--- config.mk ---
export PLATFORM = sky130hd
export DESIGN_NAME = psb_ctrl
export DESIGN_NICKNAME = d
export VERILOG_FILES = /design/src/design/psb_pkg.sv /design/src/design/psb_ctrl.sv
export SDC_FILE = /design/constraint.sdc
export NUM_CORES = 1
export LEC_CHECK = 0
export ABC_AREA = 1
export BUFFER_PORTS_ARGS = -buffer_cell sky130_fd_sc_hd__buf_2
export CAP_MARGIN = 10
export CELL_PAD_IN_SITES_DETAIL_PLACEMENT = 0
export CELL_PAD_IN_SITES_GLOBAL_PLACEMENT = 1
export CORE_AREA = 2 2 64 66
export CTS_BUF_LIST = sky130_fd_sc_hd__clkbuf_8
export CTS_CLUSTER_DIAMETER = 60
export DETAILED_ROUTE_END_ITERATION = 16
export DIE_AREA = 0 0 66 68
export GPL_TIMING_DRIVEN = 0
export PLACE_DENSITY = 0.75
export SLEW_MARGIN = 20
export SYNTH_ARGS = -nofsm -noshare
export SYNTH_HDL_FRONTEND = slang
export SYNTH_SLANG_ARGS = --single-unit
--- constraint.sdc ---
create_clock -name aclk -period 1.4 [get_ports aclk]
set_input_delay 0 -clock aclk [delete_from_list [all_inputs] [get_ports aclk]]
set_output_delay 0 -clock aclk [all_outputs]
set_load 0.05 [all_outputs]
--- src/design/psb_pkg.sv ---
// ----------------------------------------------------------------------------
// psb_pkg
// Shared types, codes and constants of the path safety bubble generator.
// ----------------------------------------------------------------------------
package psb_pkg;

    localparam int OBSTACLE_DEPTH_DEF = 256;
    localparam int PATH_DEPTH_DEF     = 64;
    localparam int SHIFT_TRIES_DEF    = 10;

    localparam int COORD_W   = 32;
    localparam int RAD_W     = 31;
    localparam int CFG_IDX_W = 1;

    // operation codes
    localparam logic [1:0] OP_LOAD_OBST = 2'd0;
    localparam logic [1:0] OP_LOAD_PATH = 2'd1;
    localparam logic [1:0] OP_START     = 2'd2;

    // register indexes
    localparam logic [CFG_IDX_W-1:0] REG_MAX_RADIUS = 1'd0;
    localparam logic [CFG_IDX_W-1:0] REG_ACC_RADIUS = 1'd1;

    localparam logic [RAD_W-1:0] MAX_RADIUS_RST = 31'd131072;
    localparam logic [RAD_W-1:0] ACC_RADIUS_RST = 31'd32768;
    localparam logic [RAD_W-1:0] RADIUS_SAT     = 31'h7FFF_FFFF;

    // floor(m / 5) == (m * RECIP5) >> 34 for any 32-bit m
    localparam logic [31:0] RECIP5      = 32'hCCCC_CCCD;
    localparam int          RECIP5_SHR  = 34;
    localparam int          SQRT_STEPS  = 32;

    // multiplier operand select
    localparam logic [1:0] MUL_UX = 2'd0;
    localparam logic [1:0] MUL_UY = 2'd1;
    localparam logic [1:0] MUL_DX = 2'd2;
    localparam logic [1:0] MUL_DY = 2'd3;

    typedef struct packed {
        logic [1:0]                operation;
        logic signed [COORD_W-1:0] coord_x;
        logic signed [COORD_W-1:0] coord_y;
    } in_item_t;

    typedef struct packed {
        logic signed [COORD_W-1:0] center_x;
        logic signed [COORD_W-1:0] center_y;
        logic [RAD_W-1:0]          radius;
        logic                      last_bubble;
        logic                      error;
    } out_item_t;

    typedef struct packed {
        logic       ld_obst;
        logic       ld_path;
        logic       walk_init;
        logic       p_latch;
        logic       scan_clr;
        logic       scan_inc;
        logic       d_load;
        logic       d_src_path;
        logic       mul_en;
        logic [1:0] mul_sel;
        logic       acc_load;
        logic       sq_start;
        logic       near_upd;
        logic       clamp;
        logic       j_inc;
        logic       idx_from_j;
        logic       idx_max;
        logic       path_sel_j;
        logic       obst_sel_k;
        logic       div_load;
        logic       ddx_load;
        logic       ddy_load;
        logic       shift_init;
        logic       step;
        logic       trial_load;
        logic       eval;
        logic       out_load;
        logic       out_err;
    } dp_cmd_t;

    typedef struct packed {
        logic empty;
        logic sq_busy;
        logic scan_last;
        logic jump_hit;
        logic j_end;
        logic small_r;
        logic box_hit;
        logic ev_accept;
        logic s_last;
        logic out_free;
        logic done_flag;
    } dp_sts_t;

endpackage

--- src/design/psb_ctrl.sv ---
// ----------------------------------------------------------------------------
// psb_ctrl
// Sequencer for loads, nearest-obstacle scans, path jumps and bubble shifts.
// ----------------------------------------------------------------------------
module psb_ctrl
    import psb_pkg::*;
(
    input  logic       aclk,
    input  logic       aresetn,
    input  logic       s_valid,
    input  logic [1:0] operation,
    output logic       s_ready,
    input  dp_sts_t    sts,
    output dp_cmd_t    cmd
);

    localparam logic [4:0] ST_IDLE  = 5'd0;
    localparam logic [4:0] ST_ERR   = 5'd1;
    localparam logic [4:0] ST_PRD   = 5'd2;
    localparam logic [4:0] ST_PLAT  = 5'd3;
    localparam logic [4:0] ST_NRD   = 5'd4;
    localparam logic [4:0] ST_DLD   = 5'd5;
    localparam logic [4:0] ST_DMX   = 5'd6;
    localparam logic [4:0] ST_DMY   = 5'd7;
    localparam logic [4:0] ST_DADD  = 5'd8;
    localparam logic [4:0] ST_DSQ   = 5'd9;
    localparam logic [4:0] ST_DRES  = 5'd10;
    localparam logic [4:0] ST_CLAMP = 5'd11;
    localparam logic [4:0] ST_JCHK  = 5'd12;
    localparam logic [4:0] ST_JRD   = 5'd13;
    localparam logic [4:0] ST_SCHK  = 5'd14;
    localparam logic [4:0] ST_SRD   = 5'd15;
    localparam logic [4:0] ST_SLAT  = 5'd16;
    localparam logic [4:0] ST_SDX   = 5'd17;
    localparam logic [4:0] ST_SDY   = 5'd18;
    localparam logic [4:0] ST_SDD   = 5'd19;
    localparam logic [4:0] ST_STEP  = 5'd20;
    localparam logic [4:0] ST_BRD   = 5'd21;
    localparam logic [4:0] ST_BCHK  = 5'd22;
    localparam logic [4:0] ST_TLD   = 5'd23;
    localparam logic [4:0] ST_EVAL  = 5'd24;
    localparam logic [4:0] ST_EMIT  = 5'd25;

    logic [4:0] state_reg, state_next;
    logic       jump_reg, jump_next;    // distance feeds the path jump
    logic       shift_reg, shift_next;  // nearest scan is for a shifted centre

    assign s_ready = (state_reg == ST_IDLE);

    always_comb begin
        state_next = state_reg;
        jump_next  = jump_reg;
        shift_next = shift_reg;
        cmd        = '0;
        unique case (state_reg)
            ST_IDLE: begin
                if (s_valid) begin
                    case (operation)
                        OP_LOAD_OBST: cmd.ld_obst = 1'b1;
                        OP_LOAD_PATH: cmd.ld_path = 1'b1;
                        OP_START: begin
                            cmd.walk_init = 1'b1;
                            state_next    = sts.empty ? ST_ERR : ST_PRD;
                        end
                        default: ;
                    endcase
                end
            end
            ST_ERR: begin
                if (sts.out_free) begin
                    cmd.out_load = 1'b1;
                    cmd.out_err  = 1'b1;
                    state_next   = ST_IDLE;
                end
            end
            ST_PRD: state_next = ST_PLAT;
            ST_PLAT: begin
                cmd.p_latch  = 1'b1;
                cmd.scan_clr = 1'b1;
                jump_next    = 1'b0;
                shift_next   = 1'b0;
                state_next   = ST_NRD;
            end
            ST_NRD: state_next = ST_DLD;
            ST_DLD: begin
                cmd.d_load     = 1'b1;
                cmd.d_src_path = jump_reg;
                state_next     = ST_DMX;
            end
            ST_DMX: begin
                cmd.mul_en  = 1'b1;
                cmd.mul_sel = MUL_UX;
                state_next  = ST_DMY;
            end
            ST_DMY: begin
                cmd.mul_en   = 1'b1;
                cmd.mul_sel  = MUL_UY;
                cmd.acc_load = 1'b1;
                state_next   = ST_DADD;
            end
            ST_DADD: begin
                cmd.sq_start = 1'b1;
                state_next   = ST_DSQ;
            end
            ST_DSQ: begin
                if (!sts.sq_busy) begin
                    state_next = ST_DRES;
                end
            end
            ST_DRES: begin
                if (jump_reg) begin
                    if (sts.jump_hit) begin
                        cmd.idx_from_j = 1'b1;
                        state_next     = ST_SCHK;
                    end else begin
                        cmd.j_inc  = 1'b1;
                        state_next = ST_JCHK;
                    end
                end else begin
                    cmd.near_upd = 1'b1;
                    cmd.scan_inc = 1'b1;
                    if (sts.scan_last) begin
                        state_next = shift_reg ? ST_TLD : ST_CLAMP;
                    end else begin
                        state_next = ST_NRD;
                    end
                end
            end
            ST_CLAMP: begin
                cmd.clamp  = 1'b1;
                jump_next  = 1'b1;
                state_next = ST_JCHK;
            end
            ST_JCHK: begin
                if (sts.j_end) begin
                    cmd.idx_max = 1'b1;
                    state_next  = ST_SCHK;
                end else begin
                    state_next = ST_JRD;
                end
            end
            ST_JRD: begin
                cmd.path_sel_j = 1'b1;
                state_next     = ST_DLD;
            end
            ST_SCHK: begin
                jump_next  = 1'b0;
                state_next = sts.small_r ? ST_SRD : ST_EMIT;
            end
            ST_SRD: begin
                cmd.obst_sel_k = 1'b1;
                state_next     = ST_SLAT;
            end
            ST_SLAT: begin
                cmd.div_load = 1'b1;
                state_next   = ST_SDX;
            end
            ST_SDX: begin
                cmd.mul_en  = 1'b1;
                cmd.mul_sel = MUL_DX;
                state_next  = ST_SDY;
            end
            ST_SDY: begin
                cmd.mul_en   = 1'b1;
                cmd.mul_sel  = MUL_DY;
                cmd.ddx_load = 1'b1;
                state_next   = ST_SDD;
            end
            ST_SDD: begin
                cmd.ddy_load   = 1'b1;
                cmd.shift_init = 1'b1;
                shift_next     = 1'b1;
                state_next     = ST_STEP;
            end
            ST_STEP: begin
                cmd.step     = 1'b1;
                cmd.scan_clr = 1'b1;
                state_next   = ST_BRD;
            end
            ST_BRD: state_next = ST_BCHK;
            ST_BCHK: begin
                cmd.scan_inc = 1'b1;
                if (sts.box_hit) begin
                    state_next = ST_EVAL;
                end else if (sts.scan_last) begin
                    cmd.scan_clr = 1'b1;
                    state_next   = ST_NRD;
                end else begin
                    state_next = ST_BRD;
                end
            end
            ST_TLD: begin
                cmd.trial_load = 1'b1;
                state_next     = ST_EVAL;
            end
            ST_EVAL: begin
                cmd.eval = 1'b1;
                if (sts.ev_accept || sts.s_last) begin
                    state_next = ST_EMIT;
                end else begin
                    state_next = ST_STEP;
                end
            end
            ST_EMIT: begin
                if (sts.out_free) begin
                    cmd.out_load = 1'b1;
                    state_next   = sts.done_flag ? ST_IDLE : ST_PRD;
                end
            end
            default: state_next = ST_IDLE;
        endcase
    end

    always_ff @(posedge aclk) begin
        if (!aresetn) begin
            state_reg <= ST_IDLE;
            jump_reg  <= 1'b0;
            shift_reg <= 1'b0;
        end else begin
            state_reg <= state_next;
            jump_reg  <= jump_next;
            shift_reg <= shift_next;
        end
    end

    a_idle_root_quiet: assert property (@(posedge aclk) disable iff (!aresetn)
        (state_reg == ST_IDLE) |-> !sts.sq_busy)
        else $error("root unit busy while idle");

    a_emit_moves_on: assert property (@(posedge aclk) disable iff (!aresetn)
        (state_reg == ST_EMIT && sts.out_free) |=>
            (state_reg == ST_IDLE || state_reg == ST_PRD))
        else $error("bubble result not followed by next point or idle");

    a_idle_after_result: assert property (@(posedge aclk) disable iff (!aresetn)
        $rose(s_ready) |-> $past(cmd.out_load))
        else $error("returned to idle without a result");

endmodule

==> summary.txt, run 1 <==
Status
  • Status: complete, but fails checks
  • Failing checks: setup timing

Layout
  • Fill cells: 406
  • Seq. cell area: between 150 and 200 sq um
  • Layout area overhead: 114%
  • Footprint of the multi-input gates: 1030 sq um
  • Largest register FFs: 5
  • Layout cell share with drive strength beyond 1: 59.7%
  • Final non-filler cell total: around 310
  • N_diodes: 0
  • Net count, final: 280

Placed design
  • PortBufs: 45
  • Placer Congestion: ~0.86
  • Dpl cells: ~280
  • Post-detail-place hpwl: around 2900 um

Die
  • Die Span Y: just under 70 um
  • Initial Util: between 20 and 30%
  • Core area: slightly below 4000 sq um
  • Num rows: 23
  • DIE AREA: 4490 sq um
  • Top-level I/O count: 46
  • Die span in x: ~66 um

Global routing
  • Number of global-route vias before repair: ~1,400
  • Pin count of the biggest net entering global routing: 10
  • Initial antenna violation count: 0
  • First-pass GRT wire length: approximately 7000 um
  • Gr ovfl total: 0
  • GRT Total Usage: slightly below 20%

Worst hold path
  • Hold WC Path Type: in2reg

Clock tree
  • Deepest level of the CTS H-tree: 1
  • Worst-path clk slew: 0.04 ns
  • TritonCTS clock tree: built
  • Cts hold-fix bufs: 0
  • CTS buffer count: 3
  • Worst skew pair latency: 0.23 ns
  • Clock Tree Buf Depth: 2
  • Clk sinks: 7
  • Cell at the root of the clock tree: clkbuf_8

STA
  • Hold WS: approximately 0.029 ns
  • Max frequency: roughly 670 MHz
  • Min Tclk post-route: 1.49 ns
  • RSZ-0062 raised after global routing: yes
  • Least-Margin Pin Slew: about 0.39 ns
  • Final hold vios: 0
  • Max-slew violations: 0
  • Setup violations, final: 11
  • Rel. slew slack: 74.1%
  • Tcrit/Tclk final: 106%
  • Layout Skew: roughly 0.0034 ns
  • Worst setup margin: -0.0867 ns

Logic synthesis
  • Yosys cell types: 23
  • Ys Warns: 0
  • Sequential fraction of the synthesis area: 14.4%
  • Mapped Area: 972 sq um
  • Synthesized netlist cell count: approximately 190
  • Syn nets: 205
  • #FFs+latches synth: 7
  • Mean Syn Cell Area: between 5 and 6 sq um

Drt
  • Pre-antenna DRT Iters: 4
  • WL per Instance: roughly 14 um
  • Detail Route Antenna Nets: 0
  • DRT Wirelength: 4240 um
  • Remaining DRCs: 0
  • Vias: about 1,500
  • DR vias/cell: about 4.9
  • Iteration-0 DRC Markers: 39

Flow run
  • Max Cap Viol: 0

Power
  • Peak VDD IR: between 0.3 and 0.4 mV
  • Lkg Pwr: around 1.0 nW
  • PD cells: between 400 and 500 nW/um^2

Worst setup path
  • Critical path launch point type: register
  • Crit path required time: 1.40 ns
  • Critical Path AT: 1.49 ns
  • Critical Path End Type: output port
  • Critical path peak fanout: 5
  • Kind of critical path: reg2out
## logic make-up after synthesis
logic type | count (synthesis) | synth area share (%)
flip-flops | 7 | 14.4
AND/OR/NAND/NOR | 124 | 56.8
buffers and inverters | 39 | 17.9
AO/OA/AOI/OAI | 19 | 10.9
## per-stage QoR
| step | instance area (sq um) | setup WS [ns] | setup TNS (ns) | power, mW | utilization, % |
|---|---|---|---|---|---|
| 6_report | 2080 | -0.0867 | -0.388 | 0.983 | 54.0 |
| 5_1_grt | 2080 | -0.148 | -1.92 | 1.05 | 54.0 |
| 4_1_cts | 1860 | -0.0776 | -0.383 | 0.925 | 48.1 |
| 3_5_place_dp | 1400 | -0.283 | -1.32 | 0.564 | 36.2 |
| 3_3_place_gp | 1400 | -0.294 | -1.27 | 0.564 | 36.2 |
| 2_1_floorplan | 1110 | -0.223 | -1.46 | 0.480 | - |
## critical path, stage by stage, from the launching register on
cell     delay, ns
dfxtp_2       0.33
buf_6         0.14
buf_4         0.14
nand3_4       0.12
nor2_4        0.05
a311o_2       0.33
buf_8         0.15
## Yosys cell counts
cell type / number / area (sq um)
nand2_1: 43 / 161
nor2_1: 39 / 146
inv_1: 29 / 109
nand3_1: 19 / 95.1
a21oi_1: 8 / 40.0
nor3_1: 8 / 40.0
dfxtp_1: 7 / 140
nand4_1: 6 / 37.5
o21ai_0: 6 / 30.0
nor2_2: 5 / 31.3
inv_2: 4 / 15.0
buf_4: 3 / 22.5
buf_6: 2 / 22.5
a22o_1: 1 / 8.76
a311o_1: 1 / 10.0
a31oi_1: 1 / 6.26
buf_2: 1 / 5.00
nand2_4: 1 / 11.3
nand3_2: 1 / 10.0
nor2_4: 1 / 11.3
nor3b_1: 1 / 7.51
o21ai_1: 1 / 5.00
o22ai_1: 1 / 6.26
## layout make-up
class	count	share of cell area (%)
Multi-Input combinational cell	143	49.7
Timing Repair Buffer	71	28.0
Sequential cell	7	7.34
Inverter	33	7.16
Tap cell	50	3.01
Buffer	5	2.71
Clock buffer	3	1.98
Clock inverter	1	0.180
## report_power, final
group          leakage (nW)  switching [mW]  internal [mW]
combinational         0.948           0.310          0.179
clock                0.0269          0.0839          0.189
sequential           0.0601          0.0132          0.208
total                  1.04           0.407          0.576
## placed cells by master, fill, tap and decap left out, drive strengths merged
| master | count |
|---|---|
| buf | 72 |
| nor2 | 45 |
| a31oi | 1 |
| a22o | 1 |
| nand2 | 44 |
| o21ai | 7 |
| a311o | 1 |
| a21oi | 8 |
| nand3 | 20 |
| o22ai | 1 |
| dfxtp | 7 |
| inv | 34 |
| nor3 | 8 |
| nor3b | 1 |
| nand4 | 6 |
| clkbuf | 7 |
## layer usage
layer	up-vias	global-route usage, %	part of all wire, %
li1	753	-	-
met1	690	23.5	41
met2	66	36.5	50
met3	10	5.10	6.8
met4	0	3.83	2.2
met5	-	0	0
## final timing paths
check,slack (ns),to,cells after the start,startpoint
max,-0.09,cmd[24],6,state_reg[2]
min,0.03,jump_reg,3,aresetn
max reg2reg,-0.04,state_reg[1],10,state_reg[2]
min reg2reg,0.50,shift_reg,2,shift_reg
## what timing repair did
action | CTS | global route
endpoints found under the setup margin | 34 | 33
buffers inserted | 21 | 4
cloned | 1 | 0
resized for setup | 76 | 68
pin swaps | 12 | 20
hold endpoints to repair | 0 | 0
(Power assumes the default switching activity.)
==> run 2, diff against run 1 <==
Settings changed: HOLD_SLACK_MARGIN set to 0.08, SETUP_SLACK_MARGIN set to 0.05.
==> run 2 against run 1 <==
The run still ends with setup timing left. Critical path depth is 2 higher. Die area did not move. Combinational power is 5.9% lower. Sequential share of layout area fell by 0.58 points. Hold slack better by 0.18 ns. Highest routed layer unchanged.
==> summary.txt, run 2 (synthesized netlist as in run 1, its figures left out) <==
Power
  • Lkg Pwr: 1.11 nW (+7.3%)
  • PD cells: 431 nW/um^2 (-8.7%)
  • Peak VDD IR: 0.299 mV (-23%)

Die
  • Die span in x: 66 um (unchanged)
  • DIE AREA: 4490 sq um (unchanged)
  • Initial Util: 25.2% (unchanged)
  • Core area: 3860 sq um (unchanged)
  • Die Span Y: 68 um (unchanged)
  • Top-level I/O count: 46 (unchanged)
  • Num rows: 23 (unchanged)

Global routing
  • GRT Total Usage: 19.8% (-0.069 points)
  • Number of global-route vias before repair: 1,469 (+2.3%)
  • First-pass GRT wire length: 6730 um (-1.9%)
  • Initial antenna violation count: 0 (unchanged)
  • Gr ovfl total: 0 (unchanged)
  • Pin count of the biggest net entering global routing: 10 (unchanged)

Clock tree
  • Cell at the root of the clock tree: clkbuf_8
  • Worst skew pair latency: 0.23 ns (about the same)
  • Worst-path clk slew: 0.04 ns (about the same)
  • Clk sinks: 7 (unchanged)
  • Clock Tree Buf Depth: 2 (unchanged)
  • TritonCTS clock tree: built
  • CTS buffer count: 3 (unchanged)
  • Deepest level of the CTS H-tree: 1 (unchanged)

Drt
  • Iteration-0 DRC Markers: 64 (+64%)
  • Remaining DRCs: 0 (unchanged)
  • Pre-antenna DRT Iters: 4 (unchanged)
  • Detail Route Antenna Nets: 0 (unchanged)
  • WL per Instance: 13.7 um (+0.86%)
  • DR vias/cell: 4.79 (-1.3%)
  • DRT Wirelength: 4350 um (+2.5%)
  • Vias: 1,523 (+0.26%)

STA
  • Layout Skew: 0.00331 ns (-0.0000687 ns)
  • Final hold vios: 0 (unchanged)
  • Max-slew violations: 0 (unchanged)
  • Rel. slew slack: 75.9% (+1.8 points)
  • RSZ-0062 raised after global routing: yes
  • Tcrit/Tclk final: 109% (+2.6 points)
  • Min Tclk post-route: 1.52 ns (+0.0365 ns)
  • Setup violations, final: 12 (+1)
  • Worst setup margin: -0.123 ns (-0.0365 ns)
  • Max frequency: 657 MHz (-2.4%)
  • Least-Margin Pin Slew: 0.361 ns (-0.0257 ns)

Worst setup path
  • Critical path launch point type: register
  • Slowest cell on the critical path: dfxtp_2
  • CP cell instances: buf_8, inv_8, nand2_4, nor2_4, inv_2, nor2_4, a311o_2, buf_8
  • Critical Path AT: 1.52 ns (+0.03 ns)
  • Critical Path End Type: output port
  • Top Family by Delay on Critical Path: buffers and inverters
  • Critical path peak fanout: 5 (unchanged)
  • Kind of critical path: reg2out
  • Crit path required time: 1.40 ns (about the same)
  • Buffer and inverter count on the worst path: 4 (+1)
  • Crit path largest cell delay: 0.36 ns (+0.03 ns)

Worst hold path
  • Hold WC Path Type: in2reg

Layout
  • N_diodes: 0 (unchanged)
  • Net count, final: 285 (+1.8%)
  • Most common cell after layout, fill and taps aside: nand2_1
  • Most frequent cells in the layout: nand2_1, buf_6, buf_4, inv_1, nor2_4
  • Fill cells: 361 (-11%)
  • Layout area overhead: 129%
  • Layout cell share with drive strength beyond 1: 61.2% (+1.5 points)
  • Largest register FFs: 5 (unchanged)
  • Util after Layout: 57.7% (+3.7 points)

Placed design
  • Setup Slack @ Placement: -0.289 ns (-0.00578 ns)
  • Placer Congestion: 0.846 (-1.5%)
  • Post-detail-place hpwl: 2900 um (-1.0%)
  • PortBufs: 45 (unchanged)

Flow run
  • Max Cap Viol: 0 (unchanged)

Status
  • Status: complete, but fails checks
  • Failing checks: setup timing
[run 2: cell types whose count changed in the layout (fill, tap and decap cells not counted), sizes merged]
cell         before  now
buf              72   79
clkbuf            7    4
dlygate4sd3       0    1
[run 2: worst paths after layout]
path | start | end | slack, ns | depth (start not counted)
max reg2reg | state_reg[4] | state_reg[1] | -0.05 | 10
min reg2reg | shift_reg | shift_reg | 0.52 | 2
min | sts[1] | state_reg[4] | 0.21 | 4
max | state_reg[2] | cmd[24] | -0.12 | 8
[run 2: layout make-up]
type	instances	area, sq um	area share (%)
Buffer	6	67.6	3.04
Timing Repair Buffer	75	701	31.5
Clock inverter	1	3.75	0.169
Tap cell	50	62.6	2.81
Multi-Input combinational cell	143	1050	47.3
Inverter	33	146	6.58
Sequential cell	7	150	6.75
Clock buffer	3	41.3	1.86
[run 2: tightest hold or removal path, stage by stage]
cell and delay (ns):
buf_2 0.07, inv_1 0.08, nand3_1 0.13, a31oi_1 0.09
[run 2: report_power, final]
| part | leakage, nW | internal (mW) | switching (mW) |
|---|---|---|---|
| clock | 0.0269 | 0.190 | 0.0886 |
| sequential | 0.0591 | 0.208 | 0.0136 |
| combinational | 1.02 | 0.160 | 0.300 |
| total | 1.11 | 0.557 | 0.402 |
[run 2: stage by stage]
stage	hold WS [ns]	total power [mW]	instance area (sq um)	std cells	TNS [ns]
3_5_place_dp	0.311	0.564	1410	284	-1.18
5_1_grt	0.226	1.02	2220	318	-1.87
6_report	0.208	0.959	2220	318	-0.532
2_1_floorplan	0.0594	0.482	1120	189	-1.41
4_1_cts	0.185	0.940	2050	315	-0.341
3_3_place_gp	0.315	0.565	1410	284	-1.22
[run 2: per-layer routing]
layer / share of wire (%) / up-vias / wire, um / track usage (%)
met2: 53 / 53 / 2320 / 36.9
met1: 39 / 695 / 1700 / 22.0
met5: 0 / - / 0 / 0
met4: 2.5 / 0 / 107 / 7.65
met3: 5.1 / 10 / 220 / 4.44
li1: - / 765 / - / -
[run 2: timing repair]
item | in CTS | in global routing
setup buffers | 24 | 3
resized for setup | 115 | 44
hold buffers | 1 | 0
pin swaps | 18 | 7
setup endpoints to repair | 35 | 37
endpoints found under the hold margin | 1 | 0
cloned | 2 | 0
